**src/rtl/ssd_pkg.sv**
```systemverilog
`timescale 1ns / 1ps
`default_nettype none

package ssd_pkg;

  // Fraction bits of the two segment parameters (unsigned Q1.32, range [0, 1])
  localparam int FRAC_BITS = 32;

  // Depth of the queue between front and back, and of the result queue
  localparam int MID_DEPTH = 4;
  localparam int OUT_DEPTH = 2;

  // Queue status seen by the neighbors
  typedef struct packed {
    logic full;
    logic empty;
  } ssd_qstat_t;

endpackage

`default_nettype wire

```
**src/rtl/ssd_fifo.sv**
```systemverilog
`timescale 1ns / 1ps
`default_nettype none

module ssd_fifo #(
  parameter int WIDTH = 8,
  parameter int DEPTH = 2
) (
  input  logic               clk,
  input  logic               rst_n,
  input  logic               push,
  input  logic [WIDTH-1:0]   wdata,
  input  logic               pop,
  output logic [WIDTH-1:0]   rdata,
  output ssd_pkg::ssd_qstat_t stat
);
  import ssd_pkg::*;

  localparam int PW = (DEPTH > 1) ? $clog2(DEPTH) : 1;
  localparam int CW = $clog2(DEPTH + 1);

  logic [WIDTH-1:0] mem_r [DEPTH];
  logic [PW-1:0]    wptr_r, rptr_r, wptr_nxt, rptr_nxt;
  logic [CW-1:0]    cnt_r, cnt_nxt;

  // pointer wrap
  assign wptr_nxt = (wptr_r == PW'(DEPTH - 1)) ? '0 : wptr_r + 1'b1;
  assign rptr_nxt = (rptr_r == PW'(DEPTH - 1)) ? '0 : rptr_r + 1'b1;

  always_comb begin
    cnt_nxt = cnt_r;
    if (push && !pop) begin
      cnt_nxt = cnt_r + 1'b1;
    end else if (pop && !push) begin
      cnt_nxt = cnt_r - 1'b1;
    end
  end

  // control state
  always_ff @(posedge clk) begin
    if (!rst_n) begin
      wptr_r <= '0;
      rptr_r <= '0;
      cnt_r  <= '0;
    end else begin
      if (push) begin
        wptr_r <= wptr_nxt;
      end
      if (pop) begin
        rptr_r <= rptr_nxt;
      end
      cnt_r <= cnt_nxt;
    end
  end

  // storage
  always_ff @(posedge clk) begin
    if (push) begin
      mem_r[wptr_r] <= wdata;
    end
  end

  assign rdata      = mem_r[rptr_r];
  assign stat.full  = (cnt_r == CW'(DEPTH));
  assign stat.empty = (cnt_r == '0);

endmodule

`default_nettype wire

```
**config.mk**
```make
export PLATFORM = sky130hd
export DESIGN_NAME = ssd_fifo
export DESIGN_NICKNAME = d
export VERILOG_FILES = /design/src/rtl/ssd_pkg.sv /design/src/rtl/ssd_fifo.sv
export SDC_FILE = /design/constraint.sdc
export NUM_CORES = 1
export LEC_CHECK = 0
export BUFFER_PORTS_ARGS = -buffer_cell sky130_fd_sc_hd__buf_4
export CORE_MARGIN = 5
export CORE_UTILIZATION = 40
export CTS_CLUSTER_SIZE = 28
export DETAILED_ROUTE_END_ITERATION = 8
export HOLD_SLACK_MARGIN = 0.02
export SKIP_LAST_GASP = 1
export SYNTH_ARGS = -nofsm -noshare
export SYNTH_HDL_FRONTEND = slang
export SYNTH_SLANG_ARGS = --single-unit
```
**constraint.sdc**
```tcl
create_clock -name clk -period 1.4 [get_ports clk]
set_input_delay 0.28 -clock clk [delete_from_list [all_inputs] [get_ports clk]]
set_output_delay 0.28 -clock clk [all_outputs]
set_load 0.01 [all_outputs]
```
== Word-level counts from Yosys, hierarchy flattened ==
Memories as Yosys holds them, arrays and structs flattened. A register that Yosys moved wholly into a read port is not among the register bits.
Index checks and enable logic that the tools add are counted.

* Word-level logic and storage cells: 23
* Bits of input ports: 12
* Register bits: 4
* Bits in writable memories: 16
* Latch bits: 0
* Memories kept: 1
* ROM bits: 0

{| class="wikitable"
|+ Memories
! name !! depth !! width !! rd ports !! clocked after memory_dff !! write ports !! RTL line !! source
|-
| mem_r || 2 || 8 || 1 || 1 || 1 || ssd_fifo.sv:21 || <nowiki>logic [WIDTH-1:0] mem_r [DEPTH];</nowiki>
|}

* Div/mod/pow operators: 0
* Multiplexer cells: 8
* $mul: 0
* Bitwise logic cells: 0
* Add/sub/neg operators: 4
* Shifts and indexed selects: 0
* Equal/unequal tests: 1
* Order comparisons: 0
* Reductions and logical operators: 6

{| class="wikitable"
|+ Operator list
! cell !! number
|-
| $mux W1 || 6
|-
| $mux W2 || 2
|-
| $add A1 B1 Y1 const B || 2
|-
| $add A2 B1 Y2 const B || 1
|-
| $eq A2 B2 Y1 const B || 1
|-
| $logic_and A1 B1 Y1 || 2
|-
| $logic_not A1 Y1 || 2
|-
| $logic_not A2 Y1 || 1
|-
| $reduce_bool A2 Y1 || 1
|-
| $sub A2 B1 Y2 const B || 1
|}

== Depth between registers and ports, before layout ==
Gate-level depths: netlist (run 1).

* Depth in word-level cells: 4
* Gate-level depth with buffers: 5
* Depth with buffers taken out: 5

== Worst setup path after synthesis (run 1) ==
OpenSTA, ideal clock, no wires.

* Kind: input to register
* From: in pop
* To: reg cnt_r[1]
* Data arrival time: 1078 ps
* Cell stages on the path: 4
* Library setup time: 70 ps
* Slack: 252 ps
* Cell sequence: inv_1 -> ha_1 -> or3_1 -> a21boi_1

* Longest elaborated chain between the ends: 3

{| class="wikitable"
|+ Ends and longest elaborated chain
! item !! RTL line !! source
|-
| start, declared || ssd_fifo.sv:12 || <nowiki>input logic pop,</nowiki>
|-
| $logic_not A1 Y1 || ssd_fifo.sv:31 || <nowiki>if (push && !pop) begin</nowiki>
|-
| $logic_and A1 B1 Y1 || ssd_fifo.sv:31 ||
|-
| $mux W2 or $reduce_bool A2 Y1 (tied branches) || -- ||
|-
| end signal, assigned || ssd_fifo.sv:51 || <nowiki>cnt_r <= cnt_nxt;</nowiki>
|-
| end, declared || ssd_fifo.sv:23 || <nowiki>logic [CW-1:0] cnt_r, cnt_nxt;</nowiki>
|}

Several ways; a longest one is shown, not always the timed one.
A chain may end at the register's enable or synchronous reset.

==> results by group, run 1 <==
Timing
  • Final Max Slew Viols: 0
  • Hold slack: 162 ps
  • Final clock skew: 4.32 ps
  • Peak Freq: 0.670 GHz
  • Final hold vios: 0
  • RSZ-0062 raised after global routing: true
  • Rel. slew slack: 0.733
  • Crit share post-route: 1.07
  • Setup-failing EPs final: 8
  • Clock period minus worst slack: approximately 1500 ps
  • Least-Margin Pin Slew: around 400 ps
  • Final worst slack: -92.9 ps
  • Final TNS setup: -662 ps

Routing
  • Via density: between 4 and 5
  • DRC: 0
  • 1st-iter DRT viols: 5
  • DR WL/cell: 12.2 µm
  • Vias: 458
  • Antenna-violating nets left: 0
  • Detailed-route wire length: around 1200 µm
  • Pre-antenna DRT Iters: 3

Global routing
  • First-pass GRT wire length: roughly 1900 µm
  • Grt met1 use: 0.101
  • Largest net degree at the start of global routing: 13
  • Busiest layer in global routing: met2
  • GRT Util Overall: 0.0959
  • M3 GR Usage: 0.0300
  • M2 GR Usage: 0.163
  • Vias in the first global route: roughly 450
  • Total congestion overflow: 0
  • Initial antenna violation count: 0

Status
  • Status: complete, but fails checks
  • Failing checks: setup timing

Logic synthesis
  • Yosys warns: 0
  • Net Count, Synth: 60
  • Post-synthesis sequential area ratio: 0.731
  • Mapped Cells: 47
  • Synth Register Bits: 21
  • Synthesized area: 795 µm²
  • Synth cell types: 16
  • Syn avg cell area: approximately 17 µm²

Worst setup path
  • Crit path launch type: register
  • Crit path DAT: approximately 1200 ps
  • Req. time, crit path: ~1100 ps
  • Register-to-Register Path Depth: 1
  • Setup crit end kind: output port
  • Worst-path fanout max: 5
  • WS Path Type: register to output port

Floorplan
  • Full die area: between 2000 and 3000 µm²
  • Starting Density: 0.413
  • Die Wd: 54.6 µm
  • Top-level port count: 22
  • Core area: 1920 µm²
  • Die height: between 50 and 60 µm
  • Rows: 16

Power
  • Worst VDD drop: a little under 0.7 mV
  • Tot Pwr: roughly 0.0013 W
  • Sequential power share: 0.585
  • Leakage power: between 0.4 and 0.5 nW
  • Clock share of power: 0.219
  • Net Switching: about 0.00028 W
  • Internal cell power: around 0.00098 W
  • Power per Cell Area: between 1000 and 1500 nW/µm²
  • Comb pwr share: 0.196
  • Net switching fraction of the power: 0.223

Clock tree
  • CTS Sinks: 21
  • Skew-Pair Late Insertion Delay: roughly 290 ps
  • CTS tree: built
  • H-Tree Depth: 1
  • Clock transition at the registers of the reported paths: ~110 ps
  • Root Buffer: clkbuf_4
  • Num CTS Buffers: 3
  • Clock Path Buffers: 2
  • Setup Buffers After CTS: 0

Worst hold path
  • Hold Crit Class: input pin to register
  • Hold path cells: 1

Run
  • Max-cap viol count: 0

Final layout
  • Area growth, synth to finish: 39.5%
  • Final Cell Area: 1110 µm²
  • Fin nets: between 80 and 90
  • Util after Layout: 0.577
  • N_diodes: 0
  • Layout cells sized above 1: 0.533
  • Fillers: between 150 and 200

Place
  • Placed cell areas: just over 1000 µm²
  • Port bufs: 21
  • Detailed placement HPWL: 883 µm
  • GPL Wtd Cong: between 0.6 and 0.7
[worst max-delay path: stages, from the launching register on]
cell and delay, ps:
dfxtp_2 360, buf_6 130, mux2_4 300, buf_6 120
[worst paths after layout]
check | from | endpoint | slack (ps)
max | register | rdata[4] | -90
min | wdata[6] | mem_r[0][6] | 160
min reg2reg | cnt_r[1] | cnt_r[1] | 510
max reg2reg | wptr_r | mem_r[1][4] | 340
[cells in the final DEF, fill, tap and decap left out, types with 2 or more instances in the layout]
cell      instances
xor2_1            2
mux2_4            8
edfxtp_1         16
dfxtp_1           3
and2_1            4
buf_4            15
buf_6            10
dfxtp_2           2
nor2b_1           2
clkbuf_4          3
[per-layer routing]
metal,part of all wire,vias to the layer above
li1,-,227
met1,0.41,218
met2,0.53,11
met3,0.043,2
met4,0.011,0
met5,0,-
[synth_stat cells, drive strengths merged]
library cell,n,area [µm²]
a21boi,1,7.51
xnor2,1,8.76
o21ai,1,5.00
nor2b,2,12.5
mux2,8,90.1
inv,1,3.75
and2b,1,8.76
and2,4,25.0
buf,1,5.00
o21a,1,7.51
or3,1,6.26
ha,1,12.5
edfxtp,16,480
dfxtp,5,100
nor2,1,3.75
xor2,2,17.5
[cell families after synthesis]
family / Yosys count / synth area share
AO/OA/AOI/OAI: 3 / 0.0252
XOR/XNOR: 3 / 0.0331
adder cells (fa/ha/maj): 1 / 0.0157
buffers and inverters: 2 / 0.0110
flip-flops: 21 / 0.731
multiplexers: 8 / 0.113
AND/OR/NAND/NOR: 9 / 0.0709
[per-stage QoR]
stage               setup slack (ps)  std cells
floorplan                        252         47
global placement                 116         98
detailed placement              86.5         98
CTS                             -114        102
global route                    -147        102
finish                         -92.9        102
[cell type report]
| cell class | instances | area, µm² | share of cell area |
|---|---|---|---|
| clock inverter | 1 | 5.00 | 0.00451 |
| timing repair buffer | 25 | 225 | 0.203 |
| multi-input combinational | 24 | 235 | 0.212 |
| tap | 27 | 33.8 | 0.0305 |
| clock buffer | 3 | 22.5 | 0.0203 |
| sequential | 21 | 583 | 0.526 |
| inverter | 1 | 3.75 | 0.00339 |
[power groups by stage]
stage / combinational, W / clock (W) / sequential [W]
2_1_floorplan: 0.000106 / 0 / 0.000740
3_3_place_gp: 0.000208 / 0 / 0.000744
3_5_place_dp: 0.000211 / 0 / 0.000744
4_1_cts: 0.000252 / 0.000288 / 0.000733
5_1_grt: 0.000266 / 0.000321 / 0.000739
6_report: 0.000247 / 0.000275 / 0.000735
[registers in the layout, summed over array words and instances (netlist names), named ones only]
| register | cells |
|---|---|
| mem_r | 16 |
| cnt_r | 2 |
| rptr_r | 1 |
| wptr_r | 1 |
[timing repair]
item | in CTS | in global routing
hold endpoints to repair | 0 | 0
hold buffers | 0 | 0
gates resized for setup | 19 | 1
setup endpoints to repair | 8 | 9
Power figures use the tool's default switching activity.
==> inputs of run 2 (changes only) <==
- CORE_UTILIZATION: 40 -> 35
==> results by group, run 2 (synthesized netlist as in run 1, its figures left out) <==
Global routing
  • Vias in the first global route: 492
  • Initial antenna violation count: 0
  • First-pass GRT wire length: between 2000 and 2500 µm
  • Total congestion overflow: 0
  • Largest net degree at the start of global routing: 12
  • GRT Util Overall: 0.0834

Floorplan
  • Top-level port count: 22
  • Core area: roughly 2200 µm²
  • Die height: between 50 and 60 µm
  • Starting Density: 0.363
  • Full die area: approximately 3300 µm²
  • Rows: 17
  • Die Wd: just under 60 µm

Final layout
  • Fin nets: 88
  • Final Cell Area: around 1100 µm²
  • N_diodes: 0
  • Most frequent cells in the layout: edfxtp_1, buf_4, mux2_4, buf_6, and2_1
  • Commonest non-fill, non-tap cell in the layout: edfxtp_1
  • Layout cells sized above 1: 0.514
  • Largest register by flop count: mem_r
  • Number of non-filler instances in the completed layout: ~100
  • Largest regs: mem_r (16), cnt_r (2)
  • Area growth, synth to finish: 39.2%
  • Flip-flop count of the largest register after layout: 16

Timing
  • RSZ-0062 raised after global routing: true
  • Final hold vios: 0
  • Final TNS setup: -595 ps
  • Least-Margin Pin Slew: about 370 ps
  • Peak Freq: approximately 0.68 GHz
  • Crit share post-route: 1.05
  • Rel. slew slack: 0.753
  • Final clock skew: 10.3 ps
  • Final Max Slew Viols: 0
  • Setup-failing EPs final: 8
  • Final worst slack: -76.0 ps
  • Clock period minus worst slack: between 1000 and 1500 ps

Clock tree
  • PostCTS Resize Cnt: 17
  • Num CTS Buffers: 3
  • Post-CTS Hold Buffers: 0
  • Root Buffer: clkbuf_4
  • Clock transition at the registers of the reported paths: about 110 ps
  • CTS Sinks: 21
  • Setup Buffers After CTS: 0
  • H-Tree Depth: 1
  • Skew-Pair Late Insertion Delay: ~300 ps
  • Clock Path Buffers: 2
  • CTS tree: built

Routing
  • DR WL/cell: 12.3 µm
  • Vias: roughly 440
  • Detailed-route wire length: between 1000 and 1500 µm
  • Antenna-violating nets left: 0
  • Pre-antenna DRT Iters: 3
  • DRC: 0
  • Via density: around 4.4
  • 1st-iter DRT viols: 3

Power
  • Worst VDD drop: 0.637 mV
  • Power per Cell Area: around 1100 nW/µm²
  • Tot Pwr: between 0.001 and 0.0015 W
  • Leakage power: 0.454 nW

Place
  • Port bufs: 21
  • Detailed placement HPWL: 920 µm
  • Placed cell areas: between 1000 and 1500 µm²
  • Placed instance count: 98
  • Place WS: approximately 52 ps
  • GPL Wtd Cong: ~0.6

Worst setup path
  • Crit path DAT: about 1200 ps
  • Worst-path fanout max: 8
  • Crit path launch type: register
  • Reg2Reg Setup Slack: roughly 360 ps
  • Req. time, crit path: between 1000 and 1500 ps
  • WS Path Type: register to output port
  • Setup crit end kind: output port

Status
  • Failing checks: setup timing
  • Status: complete, but fails checks

Run
  • Max-cap viol count: 0

Worst hold path
  • Hold Crit Class: input pin to register
run 2: critical path, cell delays in order (launching register included):
cell	delay [ps]
dfxtp_2	350
buf_12	130
mux2_4	300
buf_6	120
run 2: where the power goes:
part           leakage (nW)  internal [W]  switching, W
Combinational         0.247      0.000156     0.0000913
Clock                0.0150      0.000111      0.000167
Sequential            0.192      0.000715     0.0000191
run 2: worst paths after layout:
check | cells after the start | startpoint | end
max | 3 | register | rdata[7]
min reg2reg | 2 | cnt_r[1] | cnt_r[1]
min | 1 | wdata[1] | mem_r[1][1]
max reg2reg | 3 | cnt_r[0] | cnt_r[1]
run 2: final cells by class:
class	instances	area, µm²
inverter	1	3.75
fill	200	1080
clock buffer	4	26.3
tap	28	35.0
timing repair buffer	24	223
multi-input combinational	24	235
sequential	21	583
run 2: metrics by stage:
| stage | util | hold WS, ps |
|---|---|---|
| final | 0.505 | 158 |
| after global routing | 0.505 | 134 |
| after CTS | 0.504 | 150 |
| after detailed placement | 0.464 | 468 |
| after global placement | 0.464 | 466 |
| after floorplan | - | 379 |
run 2: per-layer routing:
layer,vias to the layer above,GRT usage,share of wire
met3,4,0.0312,0.093
li1,221,-,-
met2,16,0.134,0.45
met4,0,0.0596,0.025
met5,-,0,0
met1,203,0.0899,0.43
